==> config.mk <==
export PLATFORM = sky130hd
export DESIGN_NAME = cqa_queue
export DESIGN_NICKNAME = d
export VERILOG_FILES = /design/src/sv/cqa_pkg.sv /design/src/sv/cqa_queue.sv
export SDC_FILE = /design/constraint.sdc
export NUM_CORES = 1
export LEC_CHECK = 0
export BUFFER_PORTS_ARGS = -buffer_cell sky130_fd_sc_hd__buf_2
export CAP_MARGIN = 20
export CORE_ASPECT_RATIO = 1.2
export CORE_UTILIZATION = 51
export CTS_CLUSTER_DIAMETER = 30
export DETAILED_ROUTE_END_ITERATION = 12
export PLACE_DENSITY = 0.74
export SLEW_MARGIN = 15
export SYNTH_ARGS = -nofsm -noshare
export SYNTH_HDL_FRONTEND = slang
export SYNTH_SLANG_ARGS = --single-unit
==> constraint.sdc <==
create_clock -name clk -period 3.4 [get_ports clk]
set_input_delay 0.68 -clock clk [delete_from_list [all_inputs] [get_ports clk]]
set_output_delay 0.68 -clock clk [all_outputs]
set_load 0.02 [all_outputs]
==> src/sv/cqa_pkg.sv <==
// Shared types and constants for the checked Q16.16 arithmetic unit.
// Used by every module of the block; depends on nothing.
package cqa_pkg;

  localparam int DATA_W     = 32;
  localparam int WIDE_W     = 50;
  localparam int PROD_W     = 66;
  localparam int S_TDATA_W  = 96;
  localparam int S_TUSER_W  = 5;
  localparam int M_TDATA_W  = 48;
  localparam int M_TUSER_W  = 4;
  localparam int MILLI_W    = 10;
  localparam int QUEUE_DEPTH = 4;
  localparam int QUEUE_AW    = $clog2(QUEUE_DEPTH);
  localparam int DIV_STEPS  = 48;
  localparam int SQRT_STEPS = 24;
  localparam int CNT_W      = 6;
  localparam int ROOT_W     = 48;

  typedef enum logic [4:0] {
    OP_FROMINT    = 5'd0,
    OP_RATIO      = 5'd1,
    OP_TOINT      = 5'd2,
    OP_TOINTROUND = 5'd3,
    OP_PARTS      = 5'd4,
    OP_ADD        = 5'd5,
    OP_SUB        = 5'd6,
    OP_MUL        = 5'd7,
    OP_DIV        = 5'd8,
    OP_NEG        = 5'd9,
    OP_ABS        = 5'd10,
    OP_FLOOR      = 5'd11,
    OP_CEIL       = 5'd12,
    OP_ROUND      = 5'd13,
    OP_MIN        = 5'd14,
    OP_MAX        = 5'd15,
    OP_CLAMP      = 5'd16,
    OP_LERP       = 5'd17,
    OP_SQRT       = 5'd18
  } op_t;

  typedef enum logic [2:0] {
    ST_OK     = 3'd0,
    ST_OVER   = 3'd1,
    ST_UNDER  = 3'd2,
    ST_DIVZ   = 3'd3,
    ST_RANGE  = 3'd4,
    ST_DOMAIN = 3'd5
  } status_t;

  typedef enum logic [1:0] {
    KIND_PLAIN = 2'd0,
    KIND_MUL   = 2'd1,
    KIND_LERP  = 2'd2
  } kind_t;

  // One classified item as it waits in the queue.
  typedef struct packed {
    op_t                      op;
    logic signed [DATA_W-1:0] a;
    logic signed [DATA_W-1:0] b;
    logic signed [DATA_W-1:0] c;
    status_t                  st;
    logic                     iter;
  } item_t;

  // Start request to the divide / square root unit.
  typedef struct packed {
    logic                     go;
    logic                     take;
    logic                     is_sqrt;
    logic signed [DATA_W-1:0] a;
    logic signed [DATA_W-1:0] b;
  } iter_req_t;

  // Status and result of the divide / square root unit.
  typedef struct packed {
    logic                     idle;
    logic                     done;
    logic signed [WIDE_W-1:0] value;
  } iter_res_t;

endpackage

==> src/sv/cqa_queue.sv <==
// Short queue of classified items between the front and back ends.
// Depends on cqa_pkg.
module cqa_queue (
  input  logic           clk,
  input  logic           rst,
  input  logic           push,
  input  cqa_pkg::item_t push_item,
  input  logic           pop,
  output logic           full,
  output logic           head_valid,
  output cqa_pkg::item_t head_item
);
  import cqa_pkg::*;

  item_t               mem [QUEUE_DEPTH];
  logic [QUEUE_AW-1:0] wr_ptr;
  logic [QUEUE_AW-1:0] rd_ptr;
  logic [QUEUE_AW:0]   count;

  assign full       = (count == (QUEUE_AW+1)'(QUEUE_DEPTH));
  assign head_valid = (count != '0);
  assign head_item  = mem[rd_ptr];

  // Storage needs no reset.
  always_ff @(posedge clk) begin
    if (push) mem[wr_ptr] <= push_item;
  end

  // Pointers and fill count.
  always_ff @(posedge clk) begin
    if (rst) begin
      wr_ptr <= '0;
      rd_ptr <= '0;
      count  <= '0;
    end else begin
      if (push) wr_ptr <= wr_ptr + 1'b1;
      if (pop)  rd_ptr <= rd_ptr + 1'b1;
      case ({push, pop})
        2'b10:   count <= count + 1'b1;
        2'b01:   count <= count - 1'b1;
        default: count <= count;
      endcase
    end
  end

endmodule

==> summary.txt <==
Yosys
  – Count leader, synth: edfxtp_1
  – EDFF count, synth: 420
  – #FFs+latches synth: 429
  – Synth unique cells: 21
  – Mapped Avg Cell Area: 26.2 um^2
  – Synth async-reset ratio: 0
  – Synth Warn #: 0
  – Mapped Area: 15600 um^2
  – Mapped Cells: 596
  – Post-synthesis sequential area ratio: 0.820
  – Post-Syn Nets: 711
  – Main area contributors after synthesis: edfxtp_1, mux4_2, dfxtp_1
  – Biggest area consumer among synthesized cells: edfxtp_1
  – Yosys top cell area share: 0.809
  – Synth top cells by count: edfxtp_1, mux4_2, buf_2
  – Most common flop cell mapped by yosys: edfxtp_1

Global routing
  – First-pass GRT wire length: 44.7 mm
  – Pin count of the biggest net entering global routing: 60
  – Initial antenna violation count: 5
  – Number of global-route vias before repair: 7933
  – Remaining Overflow, GRT: 0
  – Aggregate global-route resource usage: 0.192

CTS
  – Clk root buf: clkbuf_16
  – Clock transition at path regs: 50 ps
  – Number of setup buffers added after CTS: 0
  – CTS sink cnt: 429
  – CTS tree: yes
  – Max Buffers Root-to-Sink: 3
  – Clk Latency, worst-skew pair: 540 ps
  – PostCTS Resize Cnt: 0
  – CTS Buf Count: 67
  – Hold buffers post-CTS: 0
  – H-tree depth: 3

Drt
  – Pre-antenna DRT Iters: 4
  – Routed WL: 28.9 mm
  – DRT iter0 DRCs: 489
  – Number of vias per cell: 5.54
  – Antenna Nets Post-Route: 0
  – # DRC: 0
  – Vias: 7263
  – WL per Instance: 22.0 um

Placement
  – Post-Place Setup Slack: 1030 ps
  – DP Area: 17200 um^2
  – Placed instance count: 1192
  – Placer Congestion: 0.751
  – Port Buffers: 215
  – Hpwl dp: 16.6 mm

STA
  – F_max: 345 MHz
  – Slew headroom: 0.502
  – Final setup fails: 0
  – Period utilization: 0.853
  – Fin. max-slew vios: 0
  – Worst Max-Slew Pin Slew: 747 ps
  – Final hold vios: 0
  – Final WS setup: 498 ps
  – Tmin final: 2900 ps
  – RSZ-0062 raised after global routing: false
  – Setup tns final: 0 ps
  – Final Skew: 14.7 ps

Die
  – Num rows: 69
  – Core area: 29900 um^2
  – Die footprint: 31300 um^2
  – Boundary Pins: 216
  – Initial Util: 0.522
  – Die Ht: 194 um
  – Die extent in x: 162 um

Hold path
  – Hold Path Depth: 1
  – Beginning of the worst hold path: push_item[29]
  – Hold Crit Endpoint: mem[3][29]$_DFFE_PP_
  – Hold crit path type: primary input to register

Worst setup path
  – CP max FO: 34
  – WS Path Type: register to output port
  – Critical R2R Capture: mem[3][47]$_DFFE_PP_
  – Crit path DAT: 2220 ps
  – Worst setup EP type: output port
  – CP required: 2720 ps
  – Cells on worst reg2reg path: 3
  – R2r setup slk: 1630 ps
  – Reg2reg start: wr_ptr[0]$_SDFFE_PP0P_
  – Startpoint Class: register

Power
  – VDD IR max: 0.506 mV
  – Pwr Total: 14.0 mW
  – PwrDens: 721 nW/um^2
  – P_leak: 6.67 nW

Finish
  – Layout cell share with drive strength beyond 1: 0.483
  – Final nets: 986
  – Non-filler cells, final: 1312
  – Synth-to-Final Area Change: 24.6%
  – Cell area after layout: 19400 um^2

Job
  – MaxCap Viol Count: 0

Outcome
  – Run status: finished, final reports clean
-- layout by cell type (no fill, tap or decap), types with 3 or more instances in the layout --
master,count
and2_4,4
buf_12,8
buf_2,215
buf_4,8
bufinv_16,6
clkbuf_1,7
clkbuf_16,69
clkinv_1,9
clkinv_4,8
clkinvlp_4,3
dfxtp_1,7
edfxtp_1,420
ha_1,5
inv_1,6
inv_6,10
inv_8,5
mux4_2,105
nor2_1,8
xor2_1,3
-- how the worst max path moves through the flow --
stage                     slack [ps]                  end  cells past startpoint
after floorplan                  980  mem[1][0]$_DFFE_PP_                      1
after global placement          1040        head_item[27]                      3
after detailed placement        1030        head_item[53]                      3
after CTS                        450        head_item[53]                      3
after global routing             380        head_item[53]                      3
final                            500        head_item[27]                      3
-- cell families after synthesis --
kind of cell / share of synthesized area
xor gates and xnor gates: 0.00281
muxes: 0.152
adders and majority gates: 0.00529
buffers and inverters: 0.0136
and+or+nand+nor: 0.00497
AOI/OAI and AO/OA: 0.000962
DFF: 0.820
-- flip-flops by register name, indices dropped and copies added, names as in the netlist, named ones only --
signal and cells:
rd_ptr 2, wr_ptr 2, count 3, mem 420
-- worst max-delay path, cell delays in order, from the launching register on --
cell	delay [ps]
dfxtp_4	680
buf_4	380
mux4_2	390
buf_2	190
-- report_power, final --
part / total (mW) / internal [mW] / switching (mW)
clock: 6.62 / 4.23 / 2.39
sequential: 6.16 / 6.08 / 0.0791
combinational: 1.24 / 0.508 / 0.728
total: 14.0 / 10.8 / 3.19
-- layer usage --
layer	routed length, um	GRT usage	vias to the layer above
met5	37	0	-
met4	614	0.0678	6
met3	2180	0.0577	58
met2	14600	0.319	263
met1	11400	0.239	3798
li1	-	-	3138
-- per-stage QoR --
step / util / hold slack (ps)
2_1_floorplan: - / 462
5_1_grt: 0.651 / 333
3_5_place_dp: 0.576 / 494
6_report: 0.651 / 352
3_3_place_gp: 0.576 / 487
4_1_cts: 0.651 / 324
-- layout make-up --
| type | instances | area, um^2 |
|---|---|---|
| Timing Repair Buffer | 231 | 1300 |
| Sequential cell | 429 | 12800 |
| Clock buffer | 76 | 1750 |
| Antenna cell | 1 | 2.50 |
| Clock inverter | 43 | 472 |
| Tap cell | 390 | 488 |
| Fill cell | 1986 | 10400 |
| Inverter | 6 | 22.5 |
| Multi-Input combinational cell | 136 | 2600 |
(Power assumes the default switching activity.)
