File: config.mk
export PLATFORM = sky130hd
export DESIGN_NAME = cqa_front
export DESIGN_NICKNAME = d
export VERILOG_FILES = /design/src/sv/cqa_pkg.sv /design/src/sv/cqa_front.sv
export SDC_FILE = /design/constraint.sdc
export NUM_CORES = 1
export LEC_CHECK = 0
export BUFFER_PORTS_ARGS = -buffer_cell sky130_fd_sc_hd__buf_2
export CAP_MARGIN = 10
export CORE_ASPECT_RATIO = 2
export CORE_MARGIN = 8
export CORE_UTILIZATION = 36
export DETAILED_ROUTE_END_ITERATION = 7
export GPL_TIMING_DRIVEN = 0
export PLACE_DENSITY = 0.85
export SLEW_MARGIN = 20
export SYNTH_ARGS = -nofsm -noshare
export SYNTH_HDL_FRONTEND = slang
export SYNTH_SLANG_ARGS = --single-unit
File: constraint.sdc
create_clock -name vclk -period 3.6
set_input_delay 0.9 -clock vclk [all_inputs]
set_output_delay 0.9 -clock vclk [all_outputs]
set_load 0.05 [all_outputs]
File: src/sv/cqa_pkg.sv
// Shared types and constants for the checked Q16.16 arithmetic unit.
// Used by every module of the block; depends on nothing.
package cqa_pkg;

  localparam int DATA_W     = 32;
  localparam int WIDE_W     = 50;
  localparam int PROD_W     = 66;
  localparam int S_TDATA_W  = 96;
  localparam int S_TUSER_W  = 5;
  localparam int M_TDATA_W  = 48;
  localparam int M_TUSER_W  = 4;
  localparam int MILLI_W    = 10;
  localparam int QUEUE_DEPTH = 4;
  localparam int QUEUE_AW    = $clog2(QUEUE_DEPTH);
  localparam int DIV_STEPS  = 48;
  localparam int SQRT_STEPS = 24;
  localparam int CNT_W      = 6;
  localparam int ROOT_W     = 48;

  typedef enum logic [4:0] {
    OP_FROMINT    = 5'd0,
    OP_RATIO      = 5'd1,
    OP_TOINT      = 5'd2,
    OP_TOINTROUND = 5'd3,
    OP_PARTS      = 5'd4,
    OP_ADD        = 5'd5,
    OP_SUB        = 5'd6,
    OP_MUL        = 5'd7,
    OP_DIV        = 5'd8,
    OP_NEG        = 5'd9,
    OP_ABS        = 5'd10,
    OP_FLOOR      = 5'd11,
    OP_CEIL       = 5'd12,
    OP_ROUND      = 5'd13,
    OP_MIN        = 5'd14,
    OP_MAX        = 5'd15,
    OP_CLAMP      = 5'd16,
    OP_LERP       = 5'd17,
    OP_SQRT       = 5'd18
  } op_t;

  typedef enum logic [2:0] {
    ST_OK     = 3'd0,
    ST_OVER   = 3'd1,
    ST_UNDER  = 3'd2,
    ST_DIVZ   = 3'd3,
    ST_RANGE  = 3'd4,
    ST_DOMAIN = 3'd5
  } status_t;

  typedef enum logic [1:0] {
    KIND_PLAIN = 2'd0,
    KIND_MUL   = 2'd1,
    KIND_LERP  = 2'd2
  } kind_t;

  // One classified item as it waits in the queue.
  typedef struct packed {
    op_t                      op;
    logic signed [DATA_W-1:0] a;
    logic signed [DATA_W-1:0] b;
    logic signed [DATA_W-1:0] c;
    status_t                  st;
    logic                     iter;
  } item_t;

  // Start request to the divide / square root unit.
  typedef struct packed {
    logic                     go;
    logic                     take;
    logic                     is_sqrt;
    logic signed [DATA_W-1:0] a;
    logic signed [DATA_W-1:0] b;
  } iter_req_t;

  // Status and result of the divide / square root unit.
  typedef struct packed {
    logic                     idle;
    logic                     done;
    logic signed [WIDE_W-1:0] value;
  } iter_res_t;

endpackage

File: src/sv/cqa_front.sv
// Front end: takes input beats and classifies them, flagging early errors.
// Depends on cqa_pkg.
module cqa_front (
  input  logic                           s_tvalid,
  output logic                           s_tready,
  input  logic [cqa_pkg::S_TDATA_W-1:0]  s_tdata,  // a [31:0], b [63:32], c [95:64]
  input  logic [cqa_pkg::S_TUSER_W-1:0]  s_tuser,  // op [4:0]
  input  logic                           q_full,
  output logic                           q_push,
  output cqa_pkg::item_t                 q_item
);
  import cqa_pkg::*;

  logic signed [DATA_W-1:0] a;
  logic signed [DATA_W-1:0] b;
  logic signed [DATA_W-1:0] c;

  assign a = s_tdata[31:0];
  assign b = s_tdata[63:32];
  assign c = s_tdata[95:64];

  assign s_tready = !q_full;
  assign q_push   = s_tvalid && !q_full;

  // Operand checks that need no arithmetic result, and routing to the iterative unit.
  always_comb begin
    q_item.op   = op_t'(s_tuser[4:0]);
    q_item.a    = a;
    q_item.b    = b;
    q_item.c    = c;
    q_item.st   = ST_OK;
    q_item.iter = 1'b0;
    case (op_t'(s_tuser[4:0]))
      OP_FROMINT, OP_TOINT, OP_TOINTROUND, OP_PARTS, OP_ADD, OP_SUB, OP_MUL,
      OP_NEG, OP_ABS, OP_FLOOR, OP_CEIL, OP_ROUND, OP_MIN, OP_MAX: begin
        q_item.st = ST_OK;
      end
      OP_RATIO, OP_DIV: begin
        if (b == '0) q_item.st = ST_DIVZ;
        else q_item.iter = 1'b1;
      end
      OP_CLAMP: begin
        if (b > c) q_item.st = ST_RANGE;
      end
      OP_LERP: begin
        if (c < 0 || c > 32'sd65536) q_item.st = ST_RANGE;
      end
      OP_SQRT: begin
        if (a < 0) q_item.st = ST_DOMAIN;
        else q_item.iter = 1'b1;
      end
      default: begin
        q_item.st = ST_DOMAIN;
      end
    endcase
  end

endmodule

==> metrics.cfg, run 1 <==
[route]
wl_per_cell_um=15.87
vias=2379
finalWirelength_um=8060
drtIter0Drc=61
ant_nets=0
post-route-drc-count=0
dr.pass1.iters=4
routed_via_density=4.683

[critical_path]
crit_family=simple AND/OR/NAND/NOR gates
cp-end-kind=primary output
crit_arrival_ps=2680
cp_slowest_cell=or4_4
critPathMaxStageDelay_ps=520
worstPathBufferInverterCount=2
cp_max_fo=3
required_ps=2700
cp_cell_sequence=buf_2 > ha_1 > nand4_1 > or4_4 > o21ai_4 > and4b_1 > nor3_2 > o31ai_2 > buf_6
critical_path_depth=9
start_kind=input port
criticalPathCategory=input port to primary output

[min_path]
hp-class=input port to primary output
min_path_cells=2

[logic_synthesis]
ys_warn_count=0
synth_top_area_share_pct=40.97
synth_largest_area_cell=buf_4
synth_nets=391
avgSynthCellArea_um2=7.229
synthTopCellsByArea=buf_4, ha_1, inv_1, nor4_1, a21oi_1
ys_types=34
synthCells=256
synth_most_common_cell=buf_4
synthTopCellsByCount=buf_4, inv_1, ha_1, a21oi_1, nor4_1
synth_area_um2=1851
ys_seq_area_share_pct=0

[global_route]
grt_pass1_vias=2619
antenna_found_initial=0
grt_first_pass_wirelength_um=12030
grtUsageTotal_pct=18.25
grt_overflow=0
grt_max_degree=7

[floorplanning]
die_y_um=117.4
rows=37
core-area_um2=5046
num_io_pins=210
die_area_um2=7829
die_x_um=66.70
start_util_pct=36.67

[power_and_ir_drop]
irDropWorstVdd_uv=150.2
power_mw=0.5913
power_density_nw_per_um2=178.3
leakagePower_nw=1.888

[final_layout]
diodes=0
seq_cells=0
regArea_um2=0
finalNonFillerCells=508
fin_util_pct=65.71
layout.nets=587
nClkBuffers=0
area_growth_pct=79.18
drive_gt1_share_pct=73.11

[sta]
slew_viol_final=0
period_needed_ps=3584
hold_viol_final=0
rsz0062_at_grt=true
slew_headroom_pct=72.95
tightest_slew_ps=402.0
max_freq_mhz=279.0
setup_violations=0
fin_crit_sh_pct=99.56

[placement]
gp_congestion=0.8265
port_buffers=179
dp_hpwl_um=6592
placed_cells_incl_taps=493

[clocking]
postCtsHoldBufs=0

[job]
max_cap_violations=0

[run_status]
outcome=finished, final reports clean

-- area by class of cell --
cell class | count | area (µm²)
plain buffers | 101 | 758.2
fillers | 435 | 1730
inverters | 34 | 147.6
multi-input cells | 121 | 1151
well taps | 58 | 72.57
repair buffers | 194 | 1186
-- final timing paths --
| check | startpoint | to | slack (ps) |
|---|---|---|---|
| worst min-delay path | s_tdata[27] | q_item[95] | 2100 |
| worst max-delay path | s_tdata[40] | q_item[3] | 20 |
-- metal layers --
layer | share of wire [%] | GRT usage, % | vias to the layer above
met5 | 0 | 0 | -
met4 | 1.2 | 1.211 | 0
met3 | 11 | 5.052 | 9
met2 | 52 | 34.14 | 146
met1 | 36 | 19.69 | 1052
li1 | - | - | 1172
-- placed cells by master, fill, tap and decap left out, types with 2 or more instances in the layout --
cell / instances
buf_8: 9
buf_4: 116
nor2b_1: 3
nor4_1: 15
nor2_1: 6
nand2_1: 6
o21ai_0: 3
inv_2: 4
nor3_2: 2
nor3_1: 2
ha_1: 19
buf_6: 14
inv_4: 8
inv_1: 22
buf_2: 156
nand4_1: 10
nand3_1: 4
a21oi_1: 16
ha_4: 13
-- where the power goes --
part / internal [mW] / switching [mW]
logic: 0.225 / 0.367
clock network: 0 / 0
registers: 0 / 0
total: 0.225 / 0.367
-- what timing repair did --
item                       4_1_cts  5_1_grt
pin swaps                       15       13
gates cloned                     0        0
buffers inserted                11        4
resized for setup               58       26
setup endpoints to repair        1        1
-- logic make-up (layout without fill, tap and decap cells) --
| kind of cell | count (synthesis) | in the layout | share of synthesized area (%) |
|---|---|---|---|
| xor gates and xnor gates | 1 | 1 | 0.4734 |
| buffers and inverters | 135 | 329 | 47.87 |
| AOI/OAI and AO/OA | 32 | 32 | 10.82 |
| and+or+nand+nor | 56 | 56 | 19.20 |
| adders and majority gates | 32 | 32 | 21.64 |
-- through the flow --
step | hold slack, ps | worst slack (ps) | instance area, µm² | TNS [ps]
after floorplan | 1967 | 13.28 | 1861 | 0
after global placement | 2103 | -139.1 | 2829 | -139.1
after detailed placement | 2104 | -171.9 | 2829 | -171.9
after CTS | 2104 | -81.45 | 3172 | -81.45
after global routing | 2104 | -76.70 | 3316 | -76.70
final | 2102 | 15.83 | 3316 | 0
(Power assumes the default switching activity.)
==> inputs of run 2 (changes only) <==
--- a/config.mk
+++ b/config.mk
@@ -7,7 +7,7 @@
 export LEC_CHECK = 0
 export BUFFER_PORTS_ARGS = -buffer_cell sky130_fd_sc_hd__buf_2
 export CAP_MARGIN = 10
-export CORE_ASPECT_RATIO = 2
+export CORE_ASPECT_RATIO = 1.75
 export CORE_MARGIN = 8
 export CORE_UTILIZATION = 36
 export DETAILED_ROUTE_END_ITERATION = 7
==> run 2 against run 1 <==
  * The flow now finishes with violations (negative setup slack)
  * Utilization increased by 1.4 points
  * Cell count fell by 0.98%
  * Die area is 0.62% lower
  * Sequential cell count did not move
  * Fmax is 1.2% lower
  * Clock-buffer cell count unchanged
  * Power rose by 0.65%
  * Worst setup slack worse by 44 ps
  * Global-route usage grew 2.2 points
  * Via count increased by 2.0%
  * Critical path depth increased by 2
  * Combinational power rose by 0.7%
  * Critical path type unchanged
  * Critical endpoint unchanged
  * Largest cell class unchanged
  * Largest power group unchanged
==> metrics.cfg, run 2 (synthesis results as in run 1) <==
[run_status]
outcome=finished with violations
violations=negative setup slack

[route]
post-route-drc-count=0
finalWirelength_um=8617
dr.pass1.iters=4
drtIter0Drc=64
ant_nets=0
wl_per_cell_um=17.13
vias=2427
routed_via_density=4.825

[global_route]
antenna_found_initial=0
grt_first_pass_wirelength_um=13540
grt_pass1_vias=2880
grt_max_degree=7
grtUsageTotal_pct=20.41
grt_overflow=0

[power_and_ir_drop]
irDropWorstVdd_uv=186.0
power_mw=0.5951
leakagePower_nw=1.883
power_density_nw_per_um2=178.1

[sta]
worst_slack_ps=-27.74
hold_viol_final=0
max_freq_mhz=275.7
slew_viol_final=0
period_needed_ps=3628
setup_violations=1
tightest_slew_ps=459.5
fin_crit_sh_pct=100.8
rsz0062_at_grt=true
slew_headroom_pct=69.09

[final_layout]
seq_cells=0
area_growth_pct=80.53
layout_commonest_cell=buf_2
fillers=405
fin_util_pct=67.12
mostFrequentLayoutCells=buf_2, buf_4, buf_6
regArea_um2=0
drive_gt1_share_pct=74.39
nClkBuffers=0
layout.nets=586
diodes=0

[floorplanning]
rows=34
num_io_pins=210
core-area_um2=4977
die_x_um=70.20
start_util_pct=37.18
die_y_um=110.8
die_area_um2=7781

[min_path]
worstHoldStart=s_tdata[22]
hp-class=input port to primary output
min_path_cells=2
hold_path_end=q_item[90]

[placement]
gp_congestion=0.8058
dp_hpwl_um=7170
port_buffers=179

[critical_path]
cp_cell_sequence=buf_8 > inv_4 > ha_4 > nand4_1 > or4_4 > o21ai_4 > buf_6 > a211oi_2 > nor3_2 > o31ai_2 > buf_6
crit_arrival_ps=2730
cp_max_fo=3
start_kind=input port
cp_slowest_cell=or4_4
critPathMaxStageDelay_ps=560
required_ps=2700
cpMostUsedCell=buf_6
cp-end-kind=primary output
criticalPathCategory=input port to primary output

[clocking]
postCtsHoldBufs=0

[job]
max_cap_violations=0

run 2: cell types whose count changed in the layout (fill, tap and decap cells not counted), moves of 2 or more:
cell   before  now
buf_2     156  152
ha_1       19   17
inv_2       4   10
buf_8       9    6
buf_6      14   22
inv_4       8    5
inv_1      22   19
ha_4       13   15
buf_4     116  114
run 2: critical path: cells and delay by family:
kind	cells	cell delay [ps]
buffers and inverters	4	400
AO/OA/AOI/OAI	3	280
adder cells (fa/ha/maj)	1	240
AND/OR/NAND/NOR	3	900
run 2: cell type report:
| type | instances | area [µm²] | share of cell area, % |
|---|---|---|---|
| plain buffers | 101 | 758.2 | 22.70 |
| repair buffers | 193 | 1196 | 35.81 |
| inverters | 34 | 140.1 | 4.195 |
| multi-input cells | 121 | 1179 | 35.28 |
| well taps | 54 | 67.56 | 2.022 |
run 2: stage by stage:
step / cell area, µm² / worst slack, ps / std cells / hold slack (ps) / setup TNS [ps]
after global placement: 2824 / -138.7 / 489 / 2104 / -138.7
after global routing: 3341 / -112.5 / 503 / 2105 / -112.5
after detailed placement: 2824 / -175.9 / 489 / 2104 / -175.9
after floorplan: 1861 / 13.28 / 256 / 1967 / 0
after CTS: 3259 / -66.43 / 501 / 2104 / -66.43
final: 3341 / -27.74 / 503 / 2102 / -27.74
run 2: how the worst max path moves through the flow:
stage / from / end / slack (ps) / cells past startpoint
floorplan: s_tuser[1] / q_item[1] / 10 / 3
global placement: s_tdata[74] / q_item[3] / -140 / 10
detailed placement: s_tdata[74] / q_item[3] / -180 / 10
CTS: s_tdata[38] / q_item[3] / -70 / 9
global route: s_tdata[68] / q_item[3] / -110 / 10
finish: s_tdata[68] / q_item[3] / -30 / 11
run 2: metal layers:
metal | up-vias | global-route usage (%) | wire length (µm)
met5 | - | 0 | 0
met4 | 0 | 3.235 | 131
met3 | 12 | 6.810 | 792
met2 | 151 | 42.80 | 4919
met1 | 1087 | 17.45 | 2773
li1 | 1177 | - | -
run 2: repair_timing:
| item | 4_1_cts | 5_1_grt |
|---|---|---|
| resized for setup | 71 | 18 |
| pin swaps | 14 | 15 |
| setup endpoints to repair | 1 | 1 |
| buffers inserted | 12 | 3 |
run 2: power by group:
part	switching (mW)	total (mW)	internal (mW)	leakage, nW
clock network	0	0	0	0
registers	0	0	0	0
logic	0.370	0.595	0.226	1.88
total	0.370	0.595	0.226	1.88
